==> src/design/ofs_pkg.sv <==
`default_nettype none

package ofs_pkg;

  // Default sizing of the sample path and the averaging window
  localparam int unsigned SAMPLE_BITS_DEF     = 10;
  localparam int unsigned AVERAGE_SAMPLES_DEF = 16;

  // Tick counters and the pulse tally have fixed widths
  localparam int unsigned CNT_W = 10;
  localparam int unsigned TOT_W = 5;
  localparam logic [CNT_W-1:0] CNT_MAX = '1;
  localparam logic [TOT_W-1:0] TOT_MAX = '1;

  // Configuration port
  localparam int unsigned CFG_IDX_W  = 3;
  localparam int unsigned CFG_DATA_W = 10;

  typedef enum logic [CFG_IDX_W-1:0] {
    REG_LIGHT_THRESH    = 3'd0,
    REG_AMBIENT_DROP    = 3'd1,
    REG_MIN_FIRE_GAP    = 3'd2,
    REG_MAX_FIRE_GAP    = 3'd3,
    REG_WIDTH_LIMIT     = 3'd4,
    REG_COUNT_LIMIT     = 3'd5,
    REG_FIRE_HOLDOFF    = 3'd6
  } cfg_reg_e;

  // Register reset values
  localparam logic [CNT_W-1:0] LIGHT_THRESH_RST    = 10'd40;
  localparam logic [CNT_W-1:0] AMBIENT_DROP_RST    = 10'd10;
  localparam logic [CNT_W-1:0] MIN_FIRE_GAP_RST    = 10'd45;
  localparam logic [CNT_W-1:0] MAX_FIRE_GAP_RST    = 10'd100;
  localparam logic [CNT_W-1:0] WIDTH_LIMIT_RST     = 10'd500;
  localparam logic [TOT_W-1:0] COUNT_LIMIT_RST     = 5'd20;
  localparam logic [CNT_W-1:0] FIRE_HOLDOFF_RST    = 10'd376;

  typedef struct packed {
    logic [CNT_W-1:0] light_thresh;
    logic [CNT_W-1:0] ambient_drop;
    logic [CNT_W-1:0] min_fire_gap;
    logic [CNT_W-1:0] max_fire_gap;
    logic [CNT_W-1:0] width_limit;
    logic [TOT_W-1:0] count_limit;
    logic [CNT_W-1:0] fire_holdoff;
  } cfg_t;

endpackage

`default_nettype wire

==> src/design/ofs_cfg_regs.sv <==
`default_nettype none

module ofs_cfg_regs (
  input  wire logic                           clk_i,
  input  wire logic                           rst_ni,
  input  wire logic                           wr_en_i,
  input  wire logic [ofs_pkg::CFG_IDX_W-1:0]  wr_index_i,
  input  wire logic [ofs_pkg::CFG_DATA_W-1:0] wr_data_i,
  output ofs_pkg::cfg_t                       cfg_o
);

  ofs_pkg::cfg_t cfg_q, cfg_d;

  // Decode the register index; unknown indexes are dropped
  always_comb begin
    cfg_d = cfg_q;
    if (wr_en_i) begin
      case (ofs_pkg::cfg_reg_e'(wr_index_i))
        ofs_pkg::REG_LIGHT_THRESH:    cfg_d.light_thresh    = wr_data_i;
        ofs_pkg::REG_AMBIENT_DROP:    cfg_d.ambient_drop    = wr_data_i;
        ofs_pkg::REG_MIN_FIRE_GAP:    cfg_d.min_fire_gap    = wr_data_i;
        ofs_pkg::REG_MAX_FIRE_GAP:    cfg_d.max_fire_gap    = wr_data_i;
        ofs_pkg::REG_WIDTH_LIMIT:     cfg_d.width_limit     = wr_data_i;
        ofs_pkg::REG_COUNT_LIMIT:
          cfg_d.count_limit = wr_data_i[ofs_pkg::TOT_W-1:0];
        ofs_pkg::REG_FIRE_HOLDOFF:    cfg_d.fire_holdoff    = wr_data_i;
        default: cfg_d = cfg_q;
      endcase
    end
  end

  always_ff @(posedge clk_i or negedge rst_ni) begin
    if (!rst_ni) begin
      cfg_q.light_thresh    <= ofs_pkg::LIGHT_THRESH_RST;
      cfg_q.ambient_drop    <= ofs_pkg::AMBIENT_DROP_RST;
      cfg_q.min_fire_gap    <= ofs_pkg::MIN_FIRE_GAP_RST;
      cfg_q.max_fire_gap    <= ofs_pkg::MAX_FIRE_GAP_RST;
      cfg_q.width_limit     <= ofs_pkg::WIDTH_LIMIT_RST;
      cfg_q.count_limit     <= ofs_pkg::COUNT_LIMIT_RST;
      cfg_q.fire_holdoff    <= ofs_pkg::FIRE_HOLDOFF_RST;
    end else begin
      cfg_q <= cfg_d;
    end
  end

  assign cfg_o = cfg_q;

endmodule

`default_nettype wire

==> src/design/ofs_core.sv <==
`default_nettype none

module ofs_core #(
  parameter int unsigned SAMPLE_BITS     = ofs_pkg::SAMPLE_BITS_DEF,
  parameter int unsigned AVERAGE_SAMPLES = ofs_pkg::AVERAGE_SAMPLES_DEF
) (
  input  wire logic                     clk_i,
  input  wire logic                     rst_ni,
  input  wire logic                     step_i,
  input  wire logic [SAMPLE_BITS-1:0]   sample_i,
  input  wire ofs_pkg::cfg_t            cfg_i,
  output logic                          fire_o,
  output logic [SAMPLE_BITS-1:0]        ambient_o,
  output logic [ofs_pkg::TOT_W-1:0]     total_o,
  output logic                          calib_o,
  output logic                          pulse_o
);

  localparam int unsigned IDX_W = (AVERAGE_SAMPLES > 1) ? $clog2(AVERAGE_SAMPLES) : 1;
  localparam int unsigned SUM_W = SAMPLE_BITS + IDX_W;
  // Divide by the window length as a multiply by a rounded-up reciprocal
  localparam int unsigned SHIFT = SUM_W + IDX_W;
  localparam logic [SUM_W:0] RECIP =
    (SUM_W+1)'(((64'd1 << SHIFT) + 64'(AVERAGE_SAMPLES) - 64'd1) / 64'(AVERAGE_SAMPLES));
  localparam logic [IDX_W-1:0] IDX_LAST = IDX_W'(AVERAGE_SAMPLES - 1);
  // Compare width covering both sample and register ranges plus a carry
  localparam int unsigned CW =
    ((SAMPLE_BITS > ofs_pkg::CNT_W) ? SAMPLE_BITS : ofs_pkg::CNT_W) + 1;

  logic [SAMPLE_BITS-1:0]      ambient_q, ambient_d;
  logic [SUM_W-1:0]            sum_q, sum_d;
  logic [IDX_W-1:0]            idx_q, idx_d;
  logic                        calib_q, calib_d;
  logic                        pulse_q, pulse_d;
  logic [ofs_pkg::CNT_W-1:0]   width_q, width_d;
  logic [ofs_pkg::TOT_W-1:0]   total_q, total_d;
  logic [ofs_pkg::CNT_W-1:0]   gap_q, gap_d;
  logic [ofs_pkg::CNT_W-1:0]   holdoff_q, holdoff_d;
  logic                        fire_d;

  logic [SUM_W-1:0]            sum_add;
  logic [2*SUM_W:0]            product;
  logic [SAMPLE_BITS-1:0]      quotient;
  logic [ofs_pkg::CNT_W-1:0]   gap_inc;
  logic [ofs_pkg::CNT_W-1:0]   width_inc;
  logic [ofs_pkg::TOT_W-1:0]   total_kept;
  logic                        above;
  logic                        below;

  // Light level relative to ambient
  assign above = CW'(sample_i) > (CW'(ambient_q) + CW'(cfg_i.light_thresh));
  assign below = (CW'(sample_i) + CW'(cfg_i.ambient_drop)) < CW'(ambient_q);

  // Running sum and its average
  assign sum_add  = sum_q + SUM_W'(sample_i);
  assign product  = (2*SUM_W+1)'(sum_add) * (2*SUM_W+1)'(RECIP);
  assign quotient = product[SHIFT +: SAMPLE_BITS];

  // Saturating tick counters
  assign gap_inc   = (!pulse_q && gap_q != ofs_pkg::CNT_MAX) ? gap_q + 1'b1 : gap_q;
  assign width_inc = (width_q != ofs_pkg::CNT_MAX) ? width_q + 1'b1 : width_q;
  assign total_kept = (total_q != '0 && gap_inc > cfg_i.max_fire_gap) ? '0 : total_q;

  // One tick of the trigger
  always_comb begin
    ambient_d = ambient_q;
    sum_d     = sum_q;
    idx_d     = idx_q;
    calib_d   = calib_q;
    pulse_d   = pulse_q;
    width_d   = width_q;
    total_d   = total_q;
    gap_d     = gap_inc;
    holdoff_d = holdoff_q;
    fire_d    = 1'b0;
    if (holdoff_q != '0) begin
      holdoff_d = holdoff_q - 1'b1;
    end else if (calib_q) begin
      if (idx_q == IDX_LAST) begin
        ambient_d = quotient;
        calib_d   = 1'b0;
        sum_d     = '0;
        idx_d     = '0;
      end else begin
        sum_d = sum_add;
        idx_d = idx_q + 1'b1;
      end
    end else if (pulse_q) begin
      width_d = width_inc;
      if (!above) begin
        pulse_d = 1'b0;
        gap_d   = '0;
        total_d = (total_q != ofs_pkg::TOT_MAX) ? total_q + 1'b1 : total_q;
      end else if (width_inc >= cfg_i.width_limit) begin
        // pulse too long: treat as a change of ambient
        pulse_d = 1'b0;
        gap_d   = '0;
        total_d = '0;
        calib_d = 1'b1;
        sum_d   = '0;
        idx_d   = '0;
      end
    end else begin
      if (total_q != '0 && above &&
          gap_inc > cfg_i.min_fire_gap && gap_inc < cfg_i.max_fire_gap) begin
        fire_d    = 1'b1;
        total_d   = '0;
        holdoff_d = cfg_i.fire_holdoff;
      end else begin
        total_d = total_kept;
        if (below || total_kept > cfg_i.count_limit) begin
          calib_d = 1'b1;
          sum_d   = '0;
          idx_d   = '0;
        end else if (above) begin
          pulse_d = 1'b1;
          width_d = '0;
        end
      end
    end
  end

  // State registers
  always_ff @(posedge clk_i or negedge rst_ni) begin
    if (!rst_ni) begin
      ambient_q <= '0;
      sum_q     <= '0;
      idx_q     <= '0;
      calib_q   <= 1'b1;
      pulse_q   <= 1'b0;
      width_q   <= '0;
      total_q   <= '0;
      gap_q     <= '0;
      holdoff_q <= '0;
    end else if (step_i) begin
      ambient_q <= ambient_d;
      sum_q     <= sum_d;
      idx_q     <= idx_d;
      calib_q   <= calib_d;
      pulse_q   <= pulse_d;
      width_q   <= width_d;
      total_q   <= total_d;
      gap_q     <= gap_d;
      holdoff_q <= holdoff_d;
    end
  end

  // Result word shows the state after the tick
  assign fire_o    = fire_d;
  assign ambient_o = ambient_d;
  assign total_o   = total_d;
  assign calib_o   = calib_d;
  assign pulse_o   = pulse_d;

  // A fire always loads the holdoff and clears the tally
  assert property (@(posedge clk_i) disable iff (!rst_ni)
    step_i && fire_d |=> holdoff_q == $past(cfg_i.fire_holdoff) && total_q == '0)
    else $error("fire did not load holdoff");

  // Calibration and an open pulse never coexist
  assert property (@(posedge clk_i) disable iff (!rst_ni) !(calib_q && pulse_q))
    else $error("pulse open during calibration");

  // While holding off, nothing but the holdoff and gap moves
  assert property (@(posedge clk_i) disable iff (!rst_ni)
    step_i && holdoff_q != '0 |=> $stable(total_q) && $stable(calib_q) && $stable(ambient_q))
    else $error("state changed during holdoff");

endmodule

`default_nettype wire

==> src/design/optical_slave_flash_trigger.sv <==
// Path: each sample word passes the input register, then the result register.
// Throughput: one word per cycle while out_ready_i is high; one trigger pass per sample.
// Reset: asynchronous, active low; clears the pipeline, loads register defaults, zeroes the
//   ambient level and starts the initial calibration over the first AVERAGE_SAMPLES words.
// The config port is always ready; writes take effect from the next word onward.
`default_nettype none

module optical_slave_flash_trigger #(
  parameter int unsigned SAMPLE_BITS     = ofs_pkg::SAMPLE_BITS_DEF,
  parameter int unsigned AVERAGE_SAMPLES = ofs_pkg::AVERAGE_SAMPLES_DEF
) (
  input  wire logic                           clk_i,
  input  wire logic                           rst_ni,
  input  wire logic                           in_valid_i,
  output logic                                in_ready_o,
  input  wire logic [SAMPLE_BITS-1:0]         sample_i,
  output logic                                out_valid_o,
  input  wire logic                           out_ready_i,
  output logic                                fire_o,
  output logic [SAMPLE_BITS-1:0]              ambient_level_o,
  output logic [ofs_pkg::TOT_W-1:0]           pulses_seen_o,
  output logic                                calibrating_now_o,
  output logic                                pulse_active_o,
  input  wire logic                           cfg_valid_i,
  output logic                                cfg_ready_o,
  input  wire logic [ofs_pkg::CFG_IDX_W-1:0]  cfg_index_i,
  input  wire logic [ofs_pkg::CFG_DATA_W-1:0] cfg_data_i
);

  ofs_pkg::cfg_t               cfg;
  logic                        in_valid_q;
  logic [SAMPLE_BITS-1:0]      sample_q;
  logic                        out_valid_q;
  logic                        fire_q;
  logic [SAMPLE_BITS-1:0]      ambient_q;
  logic [ofs_pkg::TOT_W-1:0]   total_q;
  logic                        calib_q;
  logic                        pulse_q;
  logic                        step;
  logic                        fire_d;
  logic [SAMPLE_BITS-1:0]      ambient_d;
  logic [ofs_pkg::TOT_W-1:0]   total_d;
  logic                        calib_d;
  logic                        pulse_d;

  assign cfg_ready_o = 1'b1;

  ofs_cfg_regs u_cfg (
    .clk_i      (clk_i),
    .rst_ni     (rst_ni),
    .wr_en_i    (cfg_valid_i),
    .wr_index_i (cfg_index_i),
    .wr_data_i  (cfg_data_i),
    .cfg_o      (cfg)
  );

  // Step when a word is held and the result register is free or draining
  assign step       = in_valid_q && (!out_valid_q || out_ready_i);
  assign in_ready_o = !in_valid_q || step;

  ofs_core #(
    .SAMPLE_BITS     (SAMPLE_BITS),
    .AVERAGE_SAMPLES (AVERAGE_SAMPLES)
  ) u_core (
    .clk_i     (clk_i),
    .rst_ni    (rst_ni),
    .step_i    (step),
    .sample_i  (sample_q),
    .cfg_i     (cfg),
    .fire_o    (fire_d),
    .ambient_o (ambient_d),
    .total_o   (total_d),
    .calib_o   (calib_d),
    .pulse_o   (pulse_d)
  );

  // Input and result valid flags
  always_ff @(posedge clk_i or negedge rst_ni) begin
    if (!rst_ni) begin
      in_valid_q  <= 1'b0;
      out_valid_q <= 1'b0;
    end else begin
      if (in_ready_o) begin
        in_valid_q <= in_valid_i;
      end
      if (step) begin
        out_valid_q <= 1'b1;
      end else if (out_ready_i) begin
        out_valid_q <= 1'b0;
      end
    end
  end

  // Payload registers
  always_ff @(posedge clk_i) begin
    if (in_ready_o && in_valid_i) begin
      sample_q <= sample_i;
    end
    if (step) begin
      fire_q    <= fire_d;
      ambient_q <= ambient_d;
      total_q   <= total_d;
      calib_q   <= calib_d;
      pulse_q   <= pulse_d;
    end
  end

  assign out_valid_o       = out_valid_q;
  assign fire_o            = fire_q;
  assign ambient_level_o   = ambient_q;
  assign pulses_seen_o     = total_q;
  assign calibrating_now_o = calib_q;
  assign pulse_active_o    = pulse_q;

  // An accepted word is always held in the input stage next cycle
  assert property (@(posedge clk_i) disable iff (!rst_ni)
    in_valid_i && in_ready_o |=> in_valid_q)
    else $error("accepted word lost");

  // A fire word shows a cleared tally and no open pulse
  assert property (@(posedge clk_i) disable iff (!rst_ni)
    out_valid_o && fire_o |-> pulses_seen_o == '0 && !pulse_active_o && !calibrating_now_o)
    else $error("inconsistent fire word");

  // A result waiting for its consumer is not overwritten
  assert property (@(posedge clk_i) disable iff (!rst_ni)
    out_valid_o && !out_ready_i |-> !step)
    else $error("result overwritten while stalled");

endmodule

`default_nettype wire
==> config.mk <==
export PLATFORM = sky130hd
export DESIGN_NAME = optical_slave_flash_trigger
export DESIGN_NICKNAME = d
export VERILOG_FILES = /design/src/design/ofs_pkg.sv /design/src/design/ofs_cfg_regs.sv /design/src/design/ofs_core.sv /design/src/design/optical_slave_flash_trigger.sv
export SDC_FILE = /design/constraint.sdc
export NUM_CORES = 1
export LEC_CHECK = 0
export BUFFER_PORTS_ARGS = -buffer_cell sky130_fd_sc_hd__buf_2
export CAP_MARGIN = 10
export CORE_ASPECT_RATIO = 1.4
export CORE_UTILIZATION = 30
export CTS_BUF_LIST = sky130_fd_sc_hd__clkbuf_4 sky130_fd_sc_hd__clkbuf_8 sky130_fd_sc_hd__clkbuf_16
export DETAILED_ROUTE_END_ITERATION = 8
export PLACE_DENSITY = 0.48
export SYNTH_ARGS = -nofsm -noshare
export SYNTH_HDL_FRONTEND = slang
export SYNTH_HIERARCHICAL = 1
export SYNTH_SLANG_ARGS = --single-unit
==> constraint.sdc <==
create_clock -name clk_i -period 5.8 [get_ports clk_i]
set_clock_uncertainty 0.05 [all_clocks]
set_input_delay 0.58 -clock clk_i [delete_from_list [all_inputs] [get_ports clk_i]]
set_output_delay 0.58 -clock clk_i [all_outputs]
set_load 0.01 [all_outputs]
* Word level (Yosys, flattened, before mapping)
Cells that the tools add are included.
** Word-level totals
- Bits in registers :: 160
- Bits of input ports :: 28
- Output and inout bits :: 21
- Logic and storage cells :: 148
** Operators by class
- $add $sub $neg :: 8
- Order comparisons :: 7
- Equality and inequality tests :: 17
- Multiplexer cells :: 59
- Bitwise logic cells :: 2
- Reduce and logical (&&, ||, !) cells :: 31
** Operators by type and width (count)
- 2-to-1 mux 10 bit :: 18
- 2-to-1 mux 14 bit :: 7
- 2-to-1 mux 5 bit :: 8
- 2-to-1 mux 4 bit :: 7
- adder 10 x 10 -> 11 bit :: 2
- adder 10 x 1 -> 10 bit (second input constant) :: 2
- greater-than comparator 10 bit :: 2
- inequality test 10 bit (second input constant) :: 2
- 2-to-1 mux 1 bit :: 19
- adder 14 x 10 -> 14 bit :: 1
- AND reduction 2 bit :: 7
- AND reduction 6 bit :: 2
- greater-than comparator 10 x 11 -> 1 bit :: 1
- less-than comparator 11 x 10 -> 1 bit :: 1
- >= comparator 10 bit :: 1
- less-than comparator 10 bit :: 1
- nonzero test 10 bit :: 1
- subtractor 10 x 1 -> 10 bit (second input constant) :: 1
- equality test 3 bit (second input constant) :: 3
- logical AND 1 bit :: 7
- equality test 3 x 2 -> 1 bit (second input constant) :: 2
- inequality test 3 x 2 -> 1 bit (second input constant) :: 2
- nonzero test 2 bit :: 3
- adder 5 x 1 -> 5 bit (second input constant) :: 1
- other kinds (16) :: 23

* Depth between registers and ports, before layout
Gate-level depths: netlist of the first run.
- Depth after elaboration :: 13
- Mapped depth :: 23

* By module
Netlist of the first run, hierarchy kept.
** Modules (own cells, without submodules)
- ofs_core :: instances 1, cells each 786, area each 6616.3 um2, seq. area each 1627.8 um2
- ofs_cfg_regs :: instances 1, cells each 143, area each 2631.3 um2, seq. area each 1656.6 um2
- optical_slave_flash_trigger :: instances 1, cells each 38, area each 955.9 um2, seq. area each 890.9 um2

* Least setup slack after synthesis of the first run
Ideal clock, no wire load.
- Kind :: flip-flop to flip-flop
- From :: register u_core/gap_q[0] in the netlist's numbering
- To :: register u_core.sum_q[2]
- Setup time :: 125 ps
- Arrival :: 4825 ps
- Required time :: 5625 ps
- Path slack :: 800 ps
- Cell stages (with the launch flop) :: 22
- Path buffers :: 1
- Period minus slack after synthesis :: 5000 ps
- Cell sequence :: dfrtp_1 -> ha_1 -> and2_1 -> a41oi_1 -> and4_1 -> a31oi_1 -> or2_2 -> ha_1 -> or4_1 -> a221o_1 -> o22ai_2 -> nor3_1 -> nand2b_1 -> ha_1 -> nor2b_1 -> o21a_1 -> o21ai_0 -> a21o_1 -> nand3_1 -> nor4b_1 -> buf_6 -> mux2_4
** On the way
- Longest elaborated chain between the ends :: 10
- Elaborated cells on any way between the ends :: 16
- Classes of those cells :: add/sub (1); order compare (4); eq/ne (2); mux (2); reduce/logical (7)
** Ends and longest elaborated chain
- start: declaration :: RTL line ofs_core.sv:37 : logic [ofs_pkg::CNT_W-1:0] gap_q, gap_d;
- start signal: assignment :: RTL line ofs_core.sv:143 : gap_q <= gap_d;
- parallel branches: the longest is 2 deep, another holds adder 10 x 1 -> 10 bit
- 2-to-1 mux 10 bit * :: RTL line ofs_core.sv:60 : assign gap_inc = (!pulse_q && gap_q != ofs_pkg::CNT_MAX) ? gap_q + 1'b1 : gap_q;
- greater-than comparator 10 bit :: RTL line ofs_core.sv:62 : assign total_kept = (total_q != '0 && gap_inc > cfg_i.max_fire_gap) ? '0 : total_q;
- logical AND 1 bit :: RTL line ofs_core.sv:62
- 2-to-1 mux 5 bit :: RTL line ofs_core.sv:62
- greater-than comparator 5 bit :: RTL line ofs_core.sv:111 : if (below || total_kept > cfg_i.count_limit) begin
- logical OR 1 bit :: RTL line ofs_core.sv:111
- nonzero test 3 bit (no line)
- AND reduction 6 bit (no line) *
- end signal: assignment :: RTL line ofs_core.sv:137 : sum_q <= sum_d;
- end: declaration :: RTL line ofs_core.sv:31 : logic [SUM_W-1:0] sum_q, sum_d;
Every way passes the cells marked *.
A chain may end at the register's enable or synchronous reset.

* Final worst setup path of the first run
- From :: register u_core/gap_q[0] in the netlist's numbering
- To :: register u_core.sum_q[5]
The elaborated chain is that of the path after synthesis.

==> flow_metrics.env, run 1 <==
export IMPL_r2r_start="u_core/gap_q[0]"
export IMPL_route_detailed_drc=0
export IMPL_syn_area_um2=10200
export IMPL_ys_warn_count=6
export IMPL_path_class="reg -> reg"
export IMPL_area_growth_pct=13.0
export IMPL_async_flop_share_pct=82.5
export IMPL_worst_slew_pin_transition_ps=1160
export IMPL_cts_tree="done"
export IMPL_vias_per_cell=5.05
export IMPL_fmax_mhz=187
export IMPL_numCtsBuffers=17
export IMPL_cts_sinks=160
export IMPL_cts_setup_buffers=0
export IMPL_setup_viol=0
export IMPL_diodes=0
export IMPL_r2r_setup_slack_ps=460
export IMPL_yosys_area_top_type="dfrtp_1"
export IMPL_synth_area_leaders="dfrtp_1 26%, ha_1 11%, edfxtp_1 8.2%, dfstp_2 6.4%, mux2_2 5.3%"
export IMPL_fin_ws_ps=457
export IMPL_rsz0062_at_grt="no"
export IMPL_synth_cells=967
export IMPL_place_ws_ps=487
export IMPL_wl_per_cell_um=18.5
export IMPL_first_pass_iters=5
export IMPL_grt_pass1_vias=7644
export IMPL_hold_class="in -> async"
export IMPL_grt_start_max_net_pins=80
export IMPL_drv_cap=0
export IMPL_outcome="complete, no violations"
export IMPL_power_leakage_uw=0.00516
export IMPL_cp_required_ps=6080
export IMPL_antenna_found_initial=0
export IMPL_gr_total_overflow=0
export IMPL_syn_num_nets=1088
export IMPL_cp_num_buf_inv=1
export IMPL_synth_edff_count=28
export IMPL_yosysSeqAreaShare_pct=40.9
export IMPL_cts_root_buf="clkbuf_16"
export IMPL_ios=49
export IMPL_clockBufferDepth=2
export IMPL_clk_latency_ps=450
export IMPL_synth_flop_cell="dfrtp_1"
export IMPL_vdd_drop_max_v=0.000140
export IMPL_fillers=3424
export IMPL_ctsHoldBuffers=0
export IMPL_dieHeight_um=220
export IMPL_crit_path_start_kind="flip-flop"
export IMPL_fp_dieW_um=158
export IMPL_crit_arrival_ps=5620
export IMPL_endpoint_kind="flip-flop"
export IMPL_core_um2=33400
export IMPL_num_vias=7447
export IMPL_critPathTopFamily="simple AND/OR/NAND/NOR gates"
export IMPL_finalCriticalPeriod_ps=5340
export IMPL_htreeDepth=4
export IMPL_yosys_area_top_type_share_pct=26.2
export IMPL_r2r_end="u_core/sum_q[5]"
export IMPL_r2r_cells=21
export IMPL_cts_resized=0
export IMPL_finalHoldViolCount=0
export IMPL_power_density_nw_per_um2=365
export IMPL_finalNetCount=1137
export IMPL_path_cells="ha_1, and2_1, a41oi_1, and4_1, a31oi_1, or2_2, ha_1, nand3_1, a21oi_1, o22ai_2, nor3_1, nor2_1, ha_1, nor2b_1, o21a_1, o21ai_0, a21o_1, nand3_1, nor4b_2, buf_12, mux2_4"
export IMPL_num_rows=79
export IMPL_max_stage_delay_ps=680
export IMPL_seq_area_um2=4180
export IMPL_die_area_um2=34800
export IMPL_start_util_pct=30.5
export IMPL_clk_pin_slew_ps=70
export IMPL_finalCritPeriodShare_pct=92.1
export IMPL_dp_hpwl_um=20300
export IMPL_synth_most_common_cell="dfrtp_1"
export IMPL_slowest_stage="nor3_1"
export IMPL_p_total_uw=4210
export IMPL_synth_seq_cells=160
export IMPL_portBuffers=47
export IMPL_initialDrtViolationCount=320
export IMPL_gp_congestion=0.903
export IMPL_gr_usage_all_layers_pct=17.1
export IMPL_ys_types=82
export IMPL_relSlewSlack_pct=22.7
export IMPL_finalSetupTns_ps=0
export IMPL_multiInputGateArea_um2=5510
export IMPL_maxSlewViolCount=0
export IMPL_yosys_top_cells_count="107 x dfrtp_1, 92 x inv_1, 90 x ha_1"
export IMPL_drive_above_1_share_pct=21.6
export IMPL_crit_top_cell="ha_1"
export IMPL_dp_cells=1442
export IMPL_wirelength_um=27300
export IMPL_critical_path_peak_fanout=18
export IMPL_syn_avg_cell_area_um2=10.6
export IMPL_grt_pass1_wl_um=44000
export IMPL_instances_no_fill=1474
export IMPL_drtAntennaViolNets=0
-- sequential cells by signal, indices dropped and copies added (netlist names), 4 cells and up --
signal            cells
ambient_level_o      10
pulses_seen_o         5
sample_q             10
u_cfg/cfg_o          65
u_core/ambient_q     10
u_core/gap_q         10
u_core/holdoff_q     10
u_core/idx_q          4
u_core/sum_q         14
u_core/total_q        5
u_core/width_q       10
-- worst max-delay path by stage --
stage	depth (start not counted)	endpoint	start	slack (ps)
after CTS	21	u_core/sum_q[3]	u_core/gap_q[0]	450
final	21	u_core/sum_q[5]	u_core/gap_q[0]	460
after global routing	21	u_core/sum_q[5]	u_core/gap_q[0]	20
after global placement	21	u_core/sum_q[2]	u_core/gap_q[0]	650
after detailed placement	21	u_core/sum_q[5]	u_core/gap_q[0]	490
after floorplan	21	u_core/sum_q[2]	u_core/gap_q[0]	800
-- worst reg2reg max path: stages, from the launching register on --
cell and delay (ps):
dfrtp_1 440, ha_1 250, and2_1 150, a41oi_1 230, and4_1 320, a31oi_1 130, or2_2 340, ha_1 310
nand3_1 100, a21oi_1 170, o22ai_2 120, nor3_1 680, nor2_1 110, ha_1 320, nor2b_1 130, o21a_1 110
o21ai_0 70, a21o_1 200, nand3_1 90, nor4b_2 320, buf_12 240, mux2_4 320
-- placed cells by master (no fill, tap or decap), drive strengths merged, types with 9 or more instances in the layout --
cell type	synthesis	layout
edfxtp	28	28
inv	92	100
xor2	9	9
nand3	26	26
dfrtp	107	107
mux2	83	83
and2	11	11
buf	14	62
ha	90	90
xnor2	27	27
nor3	13	13
nand2	52	52
clkbuf	18	19
o21ai	61	61
nor2	49	49
a21oi	49	49
o211ai	9	9
dfstp	25	25
nor2b	9	9
a21o	19	19
mux2i	11	11
-- per-stage QoR --
step	hold slack [ps]	instance area, um2	utilization, %
2_1_floorplan	234	10200	-
3_3_place_gp	439	11000	32.8
3_5_place_dp	444	11000	32.8
4_1_cts	165	11500	34.5
5_1_grt	187	11500	34.5
6_report	127	11500	34.5
-- power breakdown --
group,switching [uW],internal (uW),total (uW)
Combinational,810,690,1500
Clock,528,600,1130
Sequential,192,1390,1580
-- cells by family after synthesis --
family                   share of synthesized area [%]
flip-flops                                        40.9
XOR/XNOR                                          3.09
AO/OA/AOI/OAI                                     15.4
adder cells (fa/ha/maj)                           11.6
other                                           0.0368
buffers and inverters                             5.14
multiplexers                                      11.5
AND/OR/NAND/NOR                                   12.3
-- routing by layer --
metal,GRT usage [%],routed length (um),part of all wire (%),vias up
met2,31.1,14600,53,108
met4,6.34,606,2.2,0
met1,20.1,11500,42,3659
met5,0,0,0,-
met3,2.35,701,2.6,36
li1,-,-,-,3644
-- area by class of cell --
type	instances	area share, %
tap	445	4.83
clock inverter	13	0.998
multi-input combinational	683	47.8
sequential	160	36.2
inverter	92	2.99
clock buffer	19	4.02
timing repair buffer	62	3.18
No activity file was read; power rests on OpenSTA's default activity.
==> run 2: changes to the inputs <==
RECOVER_POWER = 25   (was default)
==> flow_metrics.env, run 2 (same netlist as run 1, synthesis figures left out) <==
export IMPL_vias_per_cell=5.05
export IMPL_fmax_mhz=187
export IMPL_grt_start_max_net_pins=80
export IMPL_critical_path_peak_fanout=18
export IMPL_path_class="reg -> reg"
export IMPL_maxSlewViolCount=80
export IMPL_numCtsBuffers=17
export IMPL_cts_root_buf="clkbuf_16"
export IMPL_vdd_drop_max_v=0.000140
export IMPL_num_rows=79
export IMPL_grt_pass1_wl_um=44000
export IMPL_core_um2=33400
export IMPL_finalCritPeriodShare_pct=92.1
export IMPL_die_area_um2=34800
export IMPL_antenna_found_initial=0
export IMPL_seqPwrFrac_pct=37.6
export IMPL_p_int_uw=2680
export IMPL_finalNetCount=1137
export IMPL_violations="max-capacitance violations, max-slew violations"
export IMPL_ios=49
export IMPL_gr_total_overflow=0
export IMPL_ctsHoldBuffers=0
export IMPL_power_frac_comb_pct=35.6
export IMPL_hold_class="in -> reg"
export IMPL_num_vias=7444
export IMPL_p_switching_uw=1530
export IMPL_wl_per_cell_um=18.6
export IMPL_cts_resized=0
export IMPL_fp_dieW_um=158
export IMPL_route_detailed_drc=0
export IMPL_power_leakage_uw=0.00515
export IMPL_gp_congestion=0.903
export IMPL_cts_tree="done"
export IMPL_finalCriticalPeriod_ps=5340
export IMPL_relSlewSlack_pct=-210
export IMPL_clockBufferDepth=2
export IMPL_crit_path_start_kind="flip-flop"
export IMPL_first_pass_iters=4
export IMPL_clockPowerShare_pct=26.8
export IMPL_crit_arrival_ps=5620
export IMPL_diodes=0
export IMPL_endpoint_kind="flip-flop"
export IMPL_initialDrtViolationCount=320
export IMPL_largest_register_ffs=65
export IMPL_finalSetupTns_ps=0
export IMPL_cts_sinks=160
export IMPL_htreeDepth=4
export IMPL_power_density_nw_per_um2=365
export IMPL_setup_viol=0
export IMPL_start_util_pct=30.5
export IMPL_area_growth_pct=12.9
export IMPL_drive_above_1_share_pct=21.5
export IMPL_cp_required_ps=6080
export IMPL_outcome="finished, violations left"
export IMPL_final_util_pct=34.5
export IMPL_finalHoldViolCount=0
export IMPL_dieHeight_um=220
export IMPL_sw_frac_of_total_pct=36.4
export IMPL_fillers=3426
export IMPL_fin_ws_ps=457
export IMPL_portBuffers=47
export IMPL_final_common_cell="dfrtp_1"
export IMPL_drv_cap=1
export IMPL_p_total_uw=4210
export IMPL_gr_usage_all_layers_pct=17.1
export IMPL_clk_latency_ps=450
export IMPL_drtAntennaViolNets=0
export IMPL_dp_hpwl_um=20300
export IMPL_clk_pin_slew_ps=70
export IMPL_wirelength_um=27300
export IMPL_rsz0062_at_grt="no"
export IMPL_worst_slew_pin_transition_ps=4640
export IMPL_grt_pass1_vias=7644
export IMPL_final_cell_mix="107 x dfrtp_1, 92 x inv_1, 90 x ha_1"
export IMPL_place_ws_ps=487
export IMPL_cts_setup_buffers=0
## run 2: cell count changes in the layout (fill, tap and decap cells not counted), sizes merged
cell / delta
buf: -1
clkbuf: +1
## run 2: final timing paths
path	start	endpoint	slack (ps)	cells past startpoint
setup / recovery	u_core/gap_q[0]	u_core/sum_q[5]	460	21
setup reg to reg	u_core/gap_q[0]	u_core/sum_q[5]	460	21
hold / removal	sample_i[4]	sample_q[4]	250	1
hold reg to reg	u_core/idx_q[0]	u_core/idx_q[0]	460	1
min in group asynchronous	rst_ni	u_cfg/cfg_o[36]	1740	1
max in group asynchronous	rst_ni	u_core/width_q[2]	1330	1
## run 2: layout make-up
class	count	area [um2]	area share, %
repair buffers	62	359	3.12
well taps	445	557	4.83
inverters	92	345	3.00
flip-flops and latches	160	4180	36.2
clock buffers	19	464	4.03
clock inverters	13	115	0.999
multi-input cells	683	5500	47.8
## run 2: critical path: stages (launching register included)
cell	delay [ps]
dfrtp_1	440
ha_1	250
and2_1	150
a41oi_1	230
and4_1	320
a31oi_1	130
or2_2	340
ha_1	310
nand3_1	100
a21oi_1	170
o22ai_2	120
nor3_1	680
nor2_1	110
ha_1	320
nor2b_1	130
o21a_1	110
o21ai_0	70
a21o_1	200
nand3_1	90
nor4b_2	320
buf_12	240
mux2_4	310
## run 2: stage by stage
stage / hold slack [ps] / instance area [um2] / std cells
2_1_floorplan: 234 / 10200 / 967
3_3_place_gp: 439 / 11000 / 1442
3_5_place_dp: 444 / 11000 / 1442
4_1_cts: 165 / 11500 / 1474
5_1_grt: 237 / 11500 / 1474
6_report: 254 / 11500 / 1474
## run 2: layer usage
layer / GRT usage (%) / wire (um)
met1: 20.1 / 11500
met2: 31.1 / 14600
met4: 6.34 / 606
met3: 2.35 / 699
met5: 0 / 0
## run 2: power by group through the flow
stage / Clock, uW / Sequential [uW] / Combinational [uW]
after detailed placement: 0 / 1600 / 1500
after floorplan: 0 / 1540 / 1110
after global placement: 0 / 1600 / 1490
after global routing: 1200 / 1620 / 1720
final: 1130 / 1580 / 1500
after CTS: 1160 / 1580 / 1510
